$ cat config.mk
export PLATFORM = sky130hd
export DESIGN_NAME = dma_chain_tag_address_stepper_unit
export DESIGN_NICKNAME = d
export VERILOG_FILES = /design/src/hdl/dcts_pkg.sv /design/src/hdl/dma_chain_tag_address_stepper_unit.sv /design/src/hdl/dcts_in_stage.sv /design/src/hdl/dcts_tag_step.sv
export SDC_FILE = /design/constraint.sdc
export NUM_CORES = 1
export LEC_CHECK = 0
export ABC_CLOCK_PERIOD_IN_PS = 4550
export BUFFER_PORTS_ARGS = -buffer_cell sky130_fd_sc_hd__buf_2
export CORE_MARGIN = 2
export CORE_UTILIZATION = 30
export CTS_BUF_LIST = sky130_fd_sc_hd__clkbuf_8 sky130_fd_sc_hd__clkbuf_16
export CTS_CLUSTER_DIAMETER = 100
export DETAILED_ROUTE_END_ITERATION = 7
export PLACE_DENSITY_LB_ADDON = 0.05
export SLEW_MARGIN = 20
export SYNTH_ARGS = -nofsm -noshare
export SYNTH_HDL_FRONTEND = slang
export SYNTH_HIERARCHICAL = 1
export SYNTH_SLANG_ARGS = --single-unit
$ cat constraint.sdc
create_clock -name clk -period 4.55 [get_ports clk]
set_clock_uncertainty 0.2 [all_clocks]
set_input_delay 0.91 -clock clk [delete_from_list [all_inputs] [get_ports clk]]
set_output_delay 0.91 -clock clk [all_outputs]
set_load 0.1 [all_outputs]
$ cat src/hdl/dcts_pkg.sv
`timescale 1ns / 1ps
// ----------------------------------------------------------------------------
// dcts_pkg
// shared types and codes for the dma chain tag address stepper
// ----------------------------------------------------------------------------
package dcts_pkg;

  // command codes
  localparam logic [2:0] CMD_WRITE_MADR  = 3'd0;
  localparam logic [2:0] CMD_WRITE_TADR  = 3'd1;
  localparam logic [2:0] CMD_TAG_STEP    = 3'd2;
  localparam logic [2:0] CMD_DATA_DONE   = 3'd3;
  localparam logic [2:0] CMD_WRITE_DEPTH = 3'd4;

  // chain tag kinds
  localparam logic [2:0] KIND_REFE = 3'd0;
  localparam logic [2:0] KIND_CNT  = 3'd1;
  localparam logic [2:0] KIND_NEXT = 3'd2;
  localparam logic [2:0] KIND_REF  = 3'd3;
  localparam logic [2:0] KIND_REFS = 3'd4;
  localparam logic [2:0] KIND_CALL = 3'd5;
  localparam logic [2:0] KIND_RET  = 3'd6;
  localparam logic [2:0] KIND_END  = 3'd7;

  localparam logic [1:0] MODE_CHAIN = 2'd1;

  localparam logic [31:0] QW_BYTES = 32'd16;

  typedef struct packed {
    logic [2:0]  command;
    logic [2:0]  tag_id;
    logic [15:0] quadword_count;
    logic [31:0] write_value;
    logic        channel_started;
    logic [1:0]  channel_mode;
    logic [2:0]  last_tag_id;
  } in_beat_t;

  typedef struct packed {
    logic [31:0] memory_address;
    logic [31:0] tag_address;
    logic [1:0]  stack_depth;
    logic        end_transfer;
  } out_beat_t;

  typedef struct packed {
    logic [31:0] mem_addr;
    logic [31:0] next_tag_addr;
    logic [31:0] return_slot0;
    logic [31:0] return_slot1;
    logic [1:0]  depth_count;
  } chan_state_t;

endpackage

$ cat src/hdl/dma_chain_tag_address_stepper_unit.sv
`timescale 1ns / 1ps
// ----------------------------------------------------------------------------
// dma_chain_tag_address_stepper_unit
// source-chain dma tag sequencer: addresses, return stack and tag stepping
// ----------------------------------------------------------------------------
// usage
//   in channel (in_valid / in_ready / in_data): one command beat per handshake
//   out channel (out_valid / out_ready / out_data): one result beat for each
//     command beat, in order: memory address, tag address and stack depth
//     after the command, plus the end-of-transfer flag of a tag step
//   cfg_we / cfg_data: writes call_ret_enabled; the user must write it only
//     while idle, the block does not enforce this
// path: input register, then the result register loaded with the new state
// one beat per cycle while out_ready is high; the channel state is read and
//   written in the same cycle the result register loads; next command sees it
// reset (rst, synchronous): addresses, slots and depth go to zero,
//   call_ret_enabled to one, both registers empty
// stall: while out_ready is low a full result register holds its beat, the
//   input register keeps one more command and in_ready drops after that
// ----------------------------------------------------------------------------
module dma_chain_tag_address_stepper_unit (
  input  logic                clk,
  input  logic                rst,
  input  logic                in_valid,
  output logic                in_ready,
  input  dcts_pkg::in_beat_t  in_data,
  output logic                out_valid,
  input  logic                out_ready,
  output dcts_pkg::out_beat_t out_data,
  input  logic                cfg_we,
  input  logic                cfg_data
);

  logic                  stage_valid;
  dcts_pkg::in_beat_t    stage_data;
  logic                  fire;
  logic                  call_ret_enabled;
  dcts_pkg::chan_state_t chan;
  dcts_pkg::chan_state_t chan_next;
  logic                  end_next;

  // a staged command moves on when the result register is free or draining
  assign fire = stage_valid && (!out_valid || out_ready);

  dcts_in_stage u_in_stage (
    .clk         (clk),
    .rst         (rst),
    .in_valid    (in_valid),
    .in_ready    (in_ready),
    .in_data     (in_data),
    .take        (fire),
    .stage_valid (stage_valid),
    .stage_data  (stage_data)
  );

  dcts_tag_step u_tag_step (
    .beat             (stage_data),
    .cur              (chan),
    .call_ret_enabled (call_ret_enabled),
    .nxt              (chan_next),
    .end_transfer     (end_next)
  );

  // configuration register
  always_ff @(posedge clk) begin
    if (rst) begin
      call_ret_enabled <= 1'b1;
    end else if (cfg_we) begin
      call_ret_enabled <= cfg_data;
    end
  end

  // channel state, updated once per command
  always_ff @(posedge clk) begin
    if (rst) begin
      chan <= '0;
    end else if (fire) begin
      chan <= chan_next;
    end
  end

  // result register
  always_ff @(posedge clk) begin
    if (rst) begin
      out_valid <= 1'b0;
    end else if (fire) begin
      out_valid <= 1'b1;
    end else if (out_ready) begin
      out_valid <= 1'b0;
    end
    if (fire) begin
      out_data.memory_address <= chan_next.mem_addr;
      out_data.tag_address    <= chan_next.next_tag_addr;
      out_data.stack_depth    <= chan_next.depth_count;
      out_data.end_transfer   <= end_next;
    end
  end

  // only tag steps may end a transfer
  a_end_only_on_step: assert property (@(posedge clk) disable iff (rst)
    fire && stage_data.command != dcts_pkg::CMD_TAG_STEP |=> !out_data.end_transfer)
    else $error("end_transfer set by a non tag-step command");

  // reported state tracks the held channel state
  a_result_matches_state: assert property (@(posedge clk) disable iff (rst)
    fire |=> out_data.memory_address == chan.mem_addr &&
             out_data.tag_address == chan.next_tag_addr &&
             out_data.stack_depth == chan.depth_count)
    else $error("result beat differs from channel state");

  // a successful call from an empty stack pushes one entry
  a_call_push: assert property (@(posedge clk) disable iff (rst)
    fire && stage_data.command == dcts_pkg::CMD_TAG_STEP &&
    stage_data.tag_id == dcts_pkg::KIND_CALL && call_ret_enabled &&
    chan.depth_count == 2'd0 |=> chan.depth_count == 2'd1 && !out_data.end_transfer)
    else $error("call push from empty stack wrong");

  // a successful ret from depth one clears slot zero
  a_ret_clears: assert property (@(posedge clk) disable iff (rst)
    fire && stage_data.command == dcts_pkg::CMD_TAG_STEP &&
    stage_data.tag_id == dcts_pkg::KIND_RET && call_ret_enabled &&
    chan.depth_count == 2'd1 |=> chan.return_slot0 == 32'd0 && chan.depth_count == 2'd0)
    else $error("ret did not pop slot zero");

  // a new result appears only after a staged command moved on
  a_result_from_fire: assert property (@(posedge clk) disable iff (rst)
    $rose(out_valid) |-> $past(fire))
    else $error("result beat without a command");

endmodule

$ cat src/hdl/dcts_in_stage.sv
`timescale 1ns / 1ps
// ----------------------------------------------------------------------------
// dcts_in_stage
// input register for command beats, refilled in the cycle it drains
// ----------------------------------------------------------------------------
module dcts_in_stage (
  input  logic              clk,
  input  logic              rst,
  input  logic              in_valid,
  output logic              in_ready,
  input  dcts_pkg::in_beat_t in_data,
  input  logic              take,
  output logic              stage_valid,
  output dcts_pkg::in_beat_t stage_data
);

  assign in_ready = !stage_valid || take;

  always_ff @(posedge clk) begin
    if (rst) begin
      stage_valid <= 1'b0;
    end else if (in_ready) begin
      stage_valid <= in_valid;
    end
    if (in_valid && in_ready) begin
      stage_data <= in_data;
    end
  end

endmodule

$ cat src/hdl/dcts_tag_step.sv
`timescale 1ns / 1ps
// ----------------------------------------------------------------------------
// dcts_tag_step
// next channel state for one command beat
// ----------------------------------------------------------------------------
module dcts_tag_step (
  input  dcts_pkg::in_beat_t    beat,
  input  dcts_pkg::chan_state_t cur,
  input  logic                  call_ret_enabled,
  output dcts_pkg::chan_state_t nxt,
  output logic                  end_transfer
);

  logic [31:0] tag_plus;
  logic [31:0] call_return;

  assign tag_plus    = cur.next_tag_addr + dcts_pkg::QW_BYTES;
  // address after the data that follows a call tag
  assign call_return = tag_plus + {12'd0, beat.quadword_count, 4'd0};

  always_comb begin
    nxt          = cur;
    end_transfer = 1'b0;
    case (beat.command)
      dcts_pkg::CMD_WRITE_MADR: begin
        nxt.mem_addr = beat.write_value;
      end
      dcts_pkg::CMD_WRITE_TADR: begin
        nxt.next_tag_addr = beat.write_value;
      end
      dcts_pkg::CMD_WRITE_DEPTH: begin
        nxt.depth_count = beat.write_value[1:0];
      end
      dcts_pkg::CMD_DATA_DONE: begin
        if (beat.channel_started && beat.channel_mode == dcts_pkg::MODE_CHAIN &&
            beat.last_tag_id == dcts_pkg::KIND_CNT) begin
          nxt.next_tag_addr = cur.mem_addr;
        end
      end
      dcts_pkg::CMD_TAG_STEP: begin
        case (beat.tag_id)
          dcts_pkg::KIND_REFE: begin
            nxt.next_tag_addr = tag_plus;
            end_transfer      = 1'b1;
          end
          dcts_pkg::KIND_CNT: begin
            nxt.next_tag_addr = tag_plus;
            nxt.mem_addr      = tag_plus;
          end
          dcts_pkg::KIND_NEXT: begin
            nxt.mem_addr      = tag_plus;
            nxt.next_tag_addr = cur.mem_addr;
          end
          dcts_pkg::KIND_REF, dcts_pkg::KIND_REFS: begin
            nxt.next_tag_addr = tag_plus;
          end
          dcts_pkg::KIND_CALL: begin
            if (!call_ret_enabled) begin
              end_transfer = 1'b1;
            end else begin
              nxt.mem_addr = tag_plus;
              if (cur.depth_count == 2'd0) begin
                nxt.return_slot0  = call_return;
                nxt.depth_count   = 2'd1;
                nxt.next_tag_addr = cur.mem_addr;
              end else if (cur.depth_count == 2'd1) begin
                nxt.return_slot1  = call_return;
                nxt.depth_count   = 2'd2;
                nxt.next_tag_addr = cur.mem_addr;
              end else begin
                // stack full
                end_transfer = 1'b1;
              end
            end
          end
          dcts_pkg::KIND_RET: begin
            if (!call_ret_enabled) begin
              end_transfer = 1'b1;
            end else begin
              nxt.mem_addr = tag_plus;
              if (cur.depth_count == 2'd2) begin
                nxt.next_tag_addr = cur.return_slot1;
                nxt.return_slot1  = 32'd0;
                nxt.depth_count   = 2'd1;
              end else if (cur.depth_count == 2'd1) begin
                nxt.next_tag_addr = cur.return_slot0;
                nxt.return_slot0  = 32'd0;
                nxt.depth_count   = 2'd0;
              end else begin
                // stack empty
                end_transfer = 1'b1;
              end
            end
          end
          default: begin
            // end tag
            nxt.mem_addr = tag_plus;
            end_transfer = 1'b1;
          end
        endcase
      end
      default: begin
      end
    endcase
  end

endmodule
* Word-level counts from Yosys, hierarchy flattened
Cells that the tools add are included.
** Storage, ports and cells
- Word-level logic and storage cells :: 92
- Register bits after elaboration :: 260
- Output and inout port bits :: 69
** Operators by class
- Add/sub/neg operators :: 2
- Reduce and logical (&&, ||, !) cells :: 18
- Multiplexer cells :: 31
- Equal/unequal tests :: 22
** Operators with widths (number)
- $mux 130 :: 2
- $mux 32 :: 8
- $pmux 32 s3 :: 2
- $pmux 66 s2 :: 1
- $mux 64 :: 2
- $pmux 32 s4 :: 1
- $mux 34 :: 2
- $pmux 32 s2 :: 1
- $add 32x20->32 :: 1
- $add 32x5->32 const B :: 1
- $reduce_and 8->1 :: 2
- $eq 3x2->1 const B :: 4
- $eq 3x3->1 const B :: 4
- $eq 3x1->1 const B :: 3
- $ne 2x2->1 const B :: 4
- $reduce_or 4->1 :: 2
- $mux 1 :: 7
- $logic_not 3->1 :: 2
- $mux 2 :: 3
- $ne 3x2->1 const B :: 2
- $eq 2x1->1 const B :: 2
- $logic_and 1x1->1 :: 4
- $ne 2x1->1 const B :: 2
- $pmux 2 s2 :: 1
- 7 further kinds :: 10

* Depth between registers and ports, before layout
Gate-level depths: netlist of run 1.
- Depth after elaboration :: 8
- Depth in mapped cells :: 15

* By module
Netlist of run 1, hierarchy kept.
** By module, submodules not included
- dma_chain_tag_address_stepper_unit :: instances 1, cells each 639, area each 7881.3 sq um
- dcts_tag_step :: instances 1, cells each 977, area each 5911.9 sq um
- dcts_in_stage :: instances 1, cells each 65, area each 1856.8 sq um

* Least setup slack after synthesis of run 1
OpenSTA, ideal clock, no wires.
- Kind :: input port to flip-flop
- Start :: input out_ready
- End :: register, netlist name u_in_stage/stage_data[0]
- Slack :: 0.656 ns
- Cell stages on the path :: 6
- Buffers on the path :: 2
- Library setup time :: 0.375 ns
- Data required time :: 3.975 ns
- Data arrival time :: 3.319 ns
- Cells stage by stage :: inv_1 -> a21boi_2 -> buf_6 -> buf_2 -> nand2b_4 -> and2_4
** Between the ends
- Word-level cells in the longest chain between the ends :: 4
** Ends and longest elaborated chain
- start, declared :: line dma_chain_tag_address_stepper_unit.sv:28 : input logic out_ready,
- $logic_or 1x1->1 :: line dma_chain_tag_address_stepper_unit.sv:43 : assign fire = stage_valid && (!out_valid || out_ready);
- $logic_and 1x1->1 :: line dma_chain_tag_address_stepper_unit.sv:43
- via fire :: line dma_chain_tag_address_stepper_unit.sv:36 : logic fire;
- $logic_or 1x1->1 :: line dcts_in_stage.sv:17 : assign in_ready = !stage_valid || take;
- via in_ready :: line dma_chain_tag_address_stepper_unit.sv:25 : output logic in_ready,
- $logic_and 1x1->1 :: line dcts_in_stage.sv:25 : if (in_valid && in_ready) begin
The timed path passes the listed nets, and every way through them passes these cells.
A chain may end at the register's enable or synchronous reset.

* Final worst setup path of run 1
- Start :: register chan[73] (netlist bit)
- End :: register chan[63] (netlist bit)
** Between the ends
- Word-level cells in the longest chain between the ends :: 5
** Ends and longest elaborated chain
- start, declared :: line dma_chain_tag_address_stepper_unit.sv:38 : dcts_pkg::chan_state_t chan;
- start signal, assigned :: line dma_chain_tag_address_stepper_unit.sv:78 : chan <= chan_next;
- $add 32x5->32 :: line dcts_tag_step.sv:17 : assign tag_plus = cur.next_tag_addr + dcts_pkg::QW_BYTES;
- $add 32x20->32 :: line dcts_tag_step.sv:19 : assign call_return = tag_plus + {12'd0, beat.quadword_count, 4'd0};
- $mux 32 :: line dcts_tag_step.sv:62 : if (cur.depth_count == 2'd0) begin
- $mux 130 :: line dcts_tag_step.sv:58 : if (!call_ret_enabled) begin
- $pmux 66 s2 :: line dcts_tag_step.sv:41 : case (beat.tag_id)
Every way passes these cells. The select of a mux whose other input is x is not followed.

==> out/results.md, run 1 <==
## Global routing
• 0 — initial antenna violation count
• 12800 — vias in the first global route
• 123 — pin count of the biggest net entering global routing
• 0.205 — All-Layer GR Usage
• 0 — grt ovf
• 83800 µm — first-pass GRT wire length

## Pwr
• 0.409 — part of the total power dissipated in sequential elements
• 1.98 mW — Net Switching
• 0.163 — part of the power in combinational logic
• 0.427 — clock share of power
• 6.48 nW — Leakage Power
• 0.305 — sw frac
• 357 nW/µm² — power density over the cells
• 6.50 mW — Final Total Pwr
• 4.52 mW — internal power
• 179 µV — worst ir drop on vdd

## Min path
• reg -> reg — Worst Hold Class
• 2 — cell count of the worst hold path

## Place
• 38300 µm — hpwl dp
• 0.256 ns — Post-Place Setup Slack
• 0.837 — Routability Congestion
• 134 — port buffer count

## Synth
• sky130_fd_sc_hd__nand2b_1 — cell with the most instances after synthesis
• 1772 — Mapped Nets
• 127 — number of enable flip-flop cells after synthesis
• 1681 — gate count after technology mapping
• sky130_fd_sc_hd__dfxtp_1 — most common flop cell mapped by yosys
• sky130_fd_sc_hd__nand2b_1, sky130_fd_sc_hd__nand2_1, sky130_fd_sc_hd__dfxtp_1, sky130_fd_sc_hd__mux2i_1, sky130_fd_sc_hd__a21oi_1 — most used standard cells in the synthesized netlist
• 84 — Netlist cell types
• 9.31 µm² — average footprint of a synthesized cell
• 15700 µm² — Post-Synthesis Cell Area
• 0.414 — register area share after synthesis
• 6 — number of synthesis warnings
• sky130_fd_sc_hd__edfxtp_1 — biggest area consumer among synthesized cells
• sky130_fd_sc_hd__edfxtp_1, sky130_fd_sc_hd__dfxtp_1, sky130_fd_sc_hd__nand2b_1 — top post-synthesis cells by area
• 260 — flops & latches, synth
• 0.244 — proportion of netlist area held by the largest area contributor
• 0 — fraction of synthesis flops using an asynchronous set or reset pin

## Critical path
• 8 — CP max FO
• 15 — Worst Reg-to-Reg Cells
• 4.76 ns — required time worst endpoint
• reg -> reg — category of the critical setup timing path
• flip-flop — nature of the critical path startpoint
• 4.37 ns — arrival time at the worst endpoint
• flip-flop — CP Capture Type

## Timing
• 0 — setup violation total in the final timing report
• 0 — endpoints failing hold
• 0 — pins over their slew limit
• 0.914 — portion of the clock cycle consumed by the worst path in the final layout
• 4.16 ns — min cycle time layout
• 0.301 — slew margin rel.
• 0 ns — setup TNS
• 0.288 ns — worst-case hold slack
• 1.05 ns — actual transition at the worst max-transition pin
• no — setup repair after global routing missed its margin
• 0.392 ns — minimum setup slack in the final design
• 0.240 GHz — maximum clock rate

## Clocking
• 0.55 ns — worst skew pair latency
• 2 — H-tree Lvls
• 260 — total clock sinks
• 3 — maximum clock path buffer count
• built — clock tree from TritonCTS
• 0.06 ns — clock slew at reported path FFs
• 36 — number of buffers created by CTS
• sky130_fd_sc_hd__clkbuf_16 — Clock Root Buffer

## Detailed routing
• 5.32 — number of vias per cell
• 55800 µm — drt total wl
• 22.5 µm — post-DR wirelength/cell
• 0 — count of antenna-violating nets left after detailed routing
• 0 — DRC errors left
• 13200 — total via count after detailed routing
• 5 — drt first pass iters
• 903 — Detailed Route Iter0 Violations

## Final layout
• 0 — n_diodes
• 0.354 — Util after Layout
• 16.4% — synth-to-layout area growth
• 0.157 — share of cells above drive strength 1
• 1862 — net count reported at finish
• 5260 — Filler cells

## Floorplanning
• 232 µm — die width
• 83 — FP Rows
• 54000 µm² — area enclosed by the die boundary
• 232 µm — die height
• 135 — I/O pins
• 51400 µm² — Core Region
• 0.304 — initial core utilization

## Run
• 0 — Max-cap violations

## Outcome
• completed — status

metal layers:
layer,track usage,wire length [µm],up-vias
met5,0,0,-
met4,0.0609,1260,0
met3,0.0313,2830,60
met2,0.322,25300,343
met1,0.290,26400,6496
li1,-,-,6289
layout make-up:
cell class / instances / area, µm² / area share
timing repair buffer: 187 / 1110 / 0.0608
tap: 680 / 851 / 0.0467
clock inverter: 25 / 188 / 0.0103
inverter: 20 / 75.1 / 0.00412
sequential: 260 / 6480 / 0.355
clock buffer: 39 / 965 / 0.0529
multi-input combinational: 1266 / 8560 / 0.470
power groups by stage:
stage / combinational (mW) / sequential [mW] / clock (mW)
final: 1.06 / 2.66 / 2.78
after global routing: 1.13 / 2.67 / 2.95
after CTS: 1.07 / 2.66 / 2.88
after detailed placement: 1.06 / 2.71 / 0
after global placement: 1.06 / 2.71 / 0
after floorplan: 0.523 / 2.95 / 0
worst max-delay path, cell delays in order (launching register included):
cell                       delay (ns)
sky130_fd_sc_hd__dfxtp_1         0.49
sky130_fd_sc_hd__nand3_1         0.31
sky130_fd_sc_hd__nor3_4          0.34
sky130_fd_sc_hd__and3_1          0.22
sky130_fd_sc_hd__xor2_1          0.30
sky130_fd_sc_hd__ha_1            0.37
sky130_fd_sc_hd__and4_1          0.24
sky130_fd_sc_hd__and2_1          0.19
sky130_fd_sc_hd__a22o_1          0.21
sky130_fd_sc_hd__nor3b_1         0.21
sky130_fd_sc_hd__buf_4           0.18
sky130_fd_sc_hd__nor3_2          0.07
sky130_fd_sc_hd__a31o_2          0.28
sky130_fd_sc_hd__a32o_1          0.24
sky130_fd_sc_hd__nand2b_1        0.07
sky130_fd_sc_hd__mux2i_1         0.06
worst paths after layout:
path / start / end / slack (ns)
min reg2reg: chan[51]$_SDFFE_PP0P_ / chan[51]$_SDFFE_PP0P_ / 0.29
min: chan[51]$_SDFFE_PP0P_ / chan[51]$_SDFFE_PP0P_ / 0.29
max: chan[73]$_SDFFE_PP0P_ / chan[63]$_SDFFE_PP0P_ / 0.39
max reg2reg: chan[73]$_SDFFE_PP0P_ / chan[63]$_SDFFE_PP0P_ / 0.39
state kept, by name, summed over array words and instances (netlist names):
register                count
u_in_stage/stage_data      60
out_data                   67
chan                      130
u_in_stage/stage_valid      1
out_valid                   1
call_ret_enabled            1
layout by cell type, fill, tap and decap left out, drive strengths merged, types with 6 or more instances in the layout:
master  Yosys  layout
a21oi     133     133
a221o      10      10
a221oi     29      29
a22o       46      46
a22oi      34      34
and3       13      13
buf        36     187
clkbuf     99      39
clkinv      1      18
dfxtp     133     133
edfxtp    127     127
ha         24      24
inv        19      23
mux2i     133     133
nand2     190     190
nand2b    269     269
nand3      22      22
nand4       9       9
nor2       64      64
nor2b       6       6
nor3       11      11
nor4        6       6
o211ai     22      22
o21a       27      27
o21ai      47      47
o21bai      6       6
o221ai     27      27
o22ai       9       9
o31ai       9       9
or2         6       6
xnor2      29      29
xor2       12      12
logic make-up (layout without fill, tap and decap cells):
family          after synthesis  in the layout  synth area share
xor+xnor                     41             41            0.0229
fa+ha+maj                    25             25            0.0205
flops                       260            260             0.414
simple gates                621            621             0.214
compound gates              445            445             0.198
mux                         134            134            0.0858
buf+inv                     155            271            0.0449
per-stage QoR:
stage          cells  instance area (µm²)
5_1_grt         2477                18200
6_report        2477                18200
3_5_place_dp    2413                17000
3_3_place_gp    2413                17000
4_1_cts         2477                18200
2_1_floorplan   1681                15700
what timing repair did:
item | in CTS | in global routing
hold buffers | 0 | 0
gates resized for setup | 0 | 3
endpoints found under the setup margin | 0 | 6
setup buffers | 0 | 0
Note: power is estimated with default switching activity, not from simulation.
==> run 2, diff against run 1 <==
--- a/config.mk
+++ b/config.mk
@@ -12,6 +12,7 @@
 export CTS_BUF_LIST = sky130_fd_sc_hd__clkbuf_8 sky130_fd_sc_hd__clkbuf_16
 export CTS_CLUSTER_DIAMETER = 100
 export DETAILED_ROUTE_END_ITERATION = 7
+export MAX_ROUTING_LAYER = met4
 export PLACE_DENSITY_LB_ADDON = 0.05
 export SLEW_MARGIN = 20
 export SYNTH_ARGS = -nofsm -noshare
==> out/results.md, run 2 (same netlist as run 1, synthesis figures left out) <==
## Timing
• 0 — endpoints failing hold, unchanged
• 0.912 — portion of the clock cycle consumed by the worst path in the final layout, was 0.914
• 1.07 ns — actual transition at the worst max-transition pin, was 1.05 ns
• 4.15 ns — min cycle time layout, was 4.16 ns
• 0.285 — slew margin rel., was 0.301
• no — setup repair after global routing missed its margin, unchanged
• 0 — pins over their slew limit, unchanged
• 0.241 GHz — maximum clock rate, was 0.240 GHz
• 0.400 ns — minimum setup slack in the final design, was 0.392 ns
• 0 — setup violation total in the final timing report, unchanged
• 0 ns — setup TNS, unchanged

## Detailed routing
• 13200 — total via count after detailed routing, about the same
• 973 — Detailed Route Iter0 Violations, was 903
• 0 — DRC errors left, unchanged
• 5 — drt first pass iters, unchanged
• 55900 µm — drt total wl, was 55800 µm
• 22.5 µm — post-DR wirelength/cell, about the same
• 0 — count of antenna-violating nets left after detailed routing, unchanged
• 5.35 — number of vias per cell, was 5.32

## Clocking
• 2 — H-tree Lvls, unchanged
• sky130_fd_sc_hd__clkbuf_16 — Clock Root Buffer, unchanged
• 0 — CTS hold repair buffers, unchanged
• 36 — number of buffers created by CTS, unchanged
• built — clock tree from TritonCTS, unchanged
• 0.55 ns — worst skew pair latency, about the same
• 0 — setup repair bufs after CTS, unchanged
• 0.06 ns — clock slew at reported path FFs, about the same
• 260 — total clock sinks, unchanged
• 3 — maximum clock path buffer count, unchanged

## Floorplanning
• 0.304 — initial core utilization, unchanged
• 232 µm — die width, unchanged
• 51400 µm² — Core Region, unchanged
• 135 — I/O pins, unchanged
• 83 — FP Rows, unchanged
• 54000 µm² — area enclosed by the die boundary, unchanged
• 232 µm — die height, unchanged

## Place
• 0.256 ns — Post-Place Setup Slack, unchanged
• 38300 µm — hpwl dp, unchanged
• 0.850 — Routability Congestion, was 0.837
• 2413 — cell total after placement, unchanged
• 134 — port buffer count, unchanged

## Final layout
• 0 — n_diodes, unchanged
• sky130_fd_sc_hd__nand2b_1 — most common cell after layout, fill and taps aside, unchanged
• chan (130), out_data (67), u_in_stage/stage_data (60) — Largest regs, unchanged
• 2477 — post-route non-filler standard cell count, unchanged
• 16.4% — synth-to-layout area growth, unchanged
• 0.157 — share of cells above drive strength 1, unchanged
• 6480 µm² — register area, unchanged
• sky130_fd_sc_hd__nand2b_1, sky130_fd_sc_hd__nand2_1, sky130_fd_sc_hd__mux2i_1, sky130_fd_sc_hd__dfxtp_1, sky130_fd_sc_hd__buf_2 — commonest non-fill, non-tap cells in the layout, unchanged
• 130 — max reg flops, unchanged
• chan — top register by number of flip-flops, unchanged
• 1862 — net count reported at finish, unchanged
• 5260 — Filler cells, unchanged
• 8560 µm² — area taken by multi-input logic gates, unchanged

## Critical path
• flip-flop — CP Capture Type, unchanged
• reg -> reg — category of the critical setup timing path, unchanged
• 4.76 ns — required time worst endpoint, about the same
• 15 — Worst Reg-to-Reg Cells, unchanged
• 4.36 ns — arrival time at the worst endpoint, was 4.37 ns
• 0.40 ns — worst reg-to-reg setup slack, was 0.39 ns
• chan[72]$_SDFFE_PP0P_ — startpoint of the worst-slack reg-to-reg timing path, was chan[73]$_SDFFE_PP0P_
• chan[72]$_SDFFE_PP0P_ — first element of the critical path, was chan[73]$_SDFFE_PP0P_
• 8 — CP max FO, unchanged
• chan[63]$_SDFFE_PP0P_ — RR Endpoint, unchanged
• flip-flop — nature of the critical path startpoint, unchanged
• chan[63]$_SDFFE_PP0P_ — capturing element of the worst setup path, unchanged

## Min path
• reg -> reg — Worst Hold Class, unchanged

## Pwr
• 178 µV — worst ir drop on vdd, was 179 µV
• 357 nW/µm² — power density over the cells, about the same
• 6.48 nW — Leakage Power, unchanged

## Global routing
• 0 — initial antenna violation count, unchanged
• 12800 — vias in the first global route, about the same
• 83900 µm — first-pass GRT wire length, was 83800 µm
• 0.212 — All-Layer GR Usage, was 0.205
• 123 — pin count of the biggest net entering global routing, unchanged
• 0 — grt ovf, unchanged

## Outcome
• completed — status, unchanged

## Run
• 0 — Max-cap violations, unchanged

run 2: cell counts in the layout (fill, tap and decap cells not counted):
No cell type changed its count.
run 2: metrics by stage:
step                hold WS, ns  utilization  power [mW]  instance area (µm²)
finish                    0.288        0.354        6.50                18200
global route              0.310        0.354        6.75                18200
CTS                       0.293        0.354        6.61                18200
detailed placement        0.285        0.332        3.78                17000
global placement          0.272        0.332        3.77                17000
floorplan                 0.245            -        3.47                15700
run 2: worst min path at each step:
stage,depth (start not counted),slack [ns],end,from
5_1_grt,2,0.31,chan[11]$_SDFFE_PP0P_,chan[11]$_SDFFE_PP0P_
3_5_place_dp,2,0.29,chan[5]$_SDFFE_PP0P_,chan[5]$_SDFFE_PP0P_
3_3_place_gp,2,0.27,chan[45]$_SDFFE_PP0P_,chan[45]$_SDFFE_PP0P_
6_report,2,0.29,chan[51]$_SDFFE_PP0P_,chan[51]$_SDFFE_PP0P_
2_1_floorplan,2,0.25,chan[76]$_SDFFE_PP0P_,chan[76]$_SDFFE_PP0P_
4_1_cts,2,0.29,chan[17]$_SDFFE_PP0P_,chan[17]$_SDFFE_PP0P_
run 2: cell type report:
type	count	area share
multi-input combinational	1266	0.470
clock inverter	25	0.0103
clock buffer	39	0.0529
inverter	20	0.00412
timing repair buffer	187	0.0608
tap	680	0.0467
sequential	260	0.355
run 2: critical path, cell delays in order, from the launching register on:
cell,delay [ns]
sky130_fd_sc_hd__dfxtp_1,0.49
sky130_fd_sc_hd__nand3_1,0.32
sky130_fd_sc_hd__nor3_4,0.33
sky130_fd_sc_hd__and3_1,0.22
sky130_fd_sc_hd__xor2_1,0.31
sky130_fd_sc_hd__ha_1,0.37
sky130_fd_sc_hd__and4_1,0.24
sky130_fd_sc_hd__and2_1,0.19
sky130_fd_sc_hd__a22o_1,0.22
sky130_fd_sc_hd__nor3b_1,0.21
sky130_fd_sc_hd__buf_4,0.18
sky130_fd_sc_hd__nor3_2,0.07
sky130_fd_sc_hd__a31o_2,0.29
sky130_fd_sc_hd__a32o_1,0.24
sky130_fd_sc_hd__nand2b_1,0.07
sky130_fd_sc_hd__mux2i_1,0.06
run 2: layer usage:
layer / part of all wire / up-vias / global-route usage
met1: 0.47 / 6518 / 0.292
met5: 0 / - / -
met4: 0.023 / 0 / 0.0609
met3: 0.051 / 68 / 0.0290
met2: 0.45 / 359 / 0.322
li1: - / 6301 / -
run 2: where the power goes:
| part | total, mW | leakage, nW | switching [mW] | internal, mW |
|---|---|---|---|---|
| registers | 2.66 | 2.30 | 0.0870 | 2.57 |
| clock network | 2.78 | 0.581 | 1.13 | 1.65 |
| logic | 1.06 | 3.60 | 0.763 | 0.297 |
run 2: timing repair:
action / 4_1_cts / 5_1_grt
resized for setup: 0 / 3
endpoints found under the setup margin: 0 / 6
hold endpoints to repair: 0 / 0
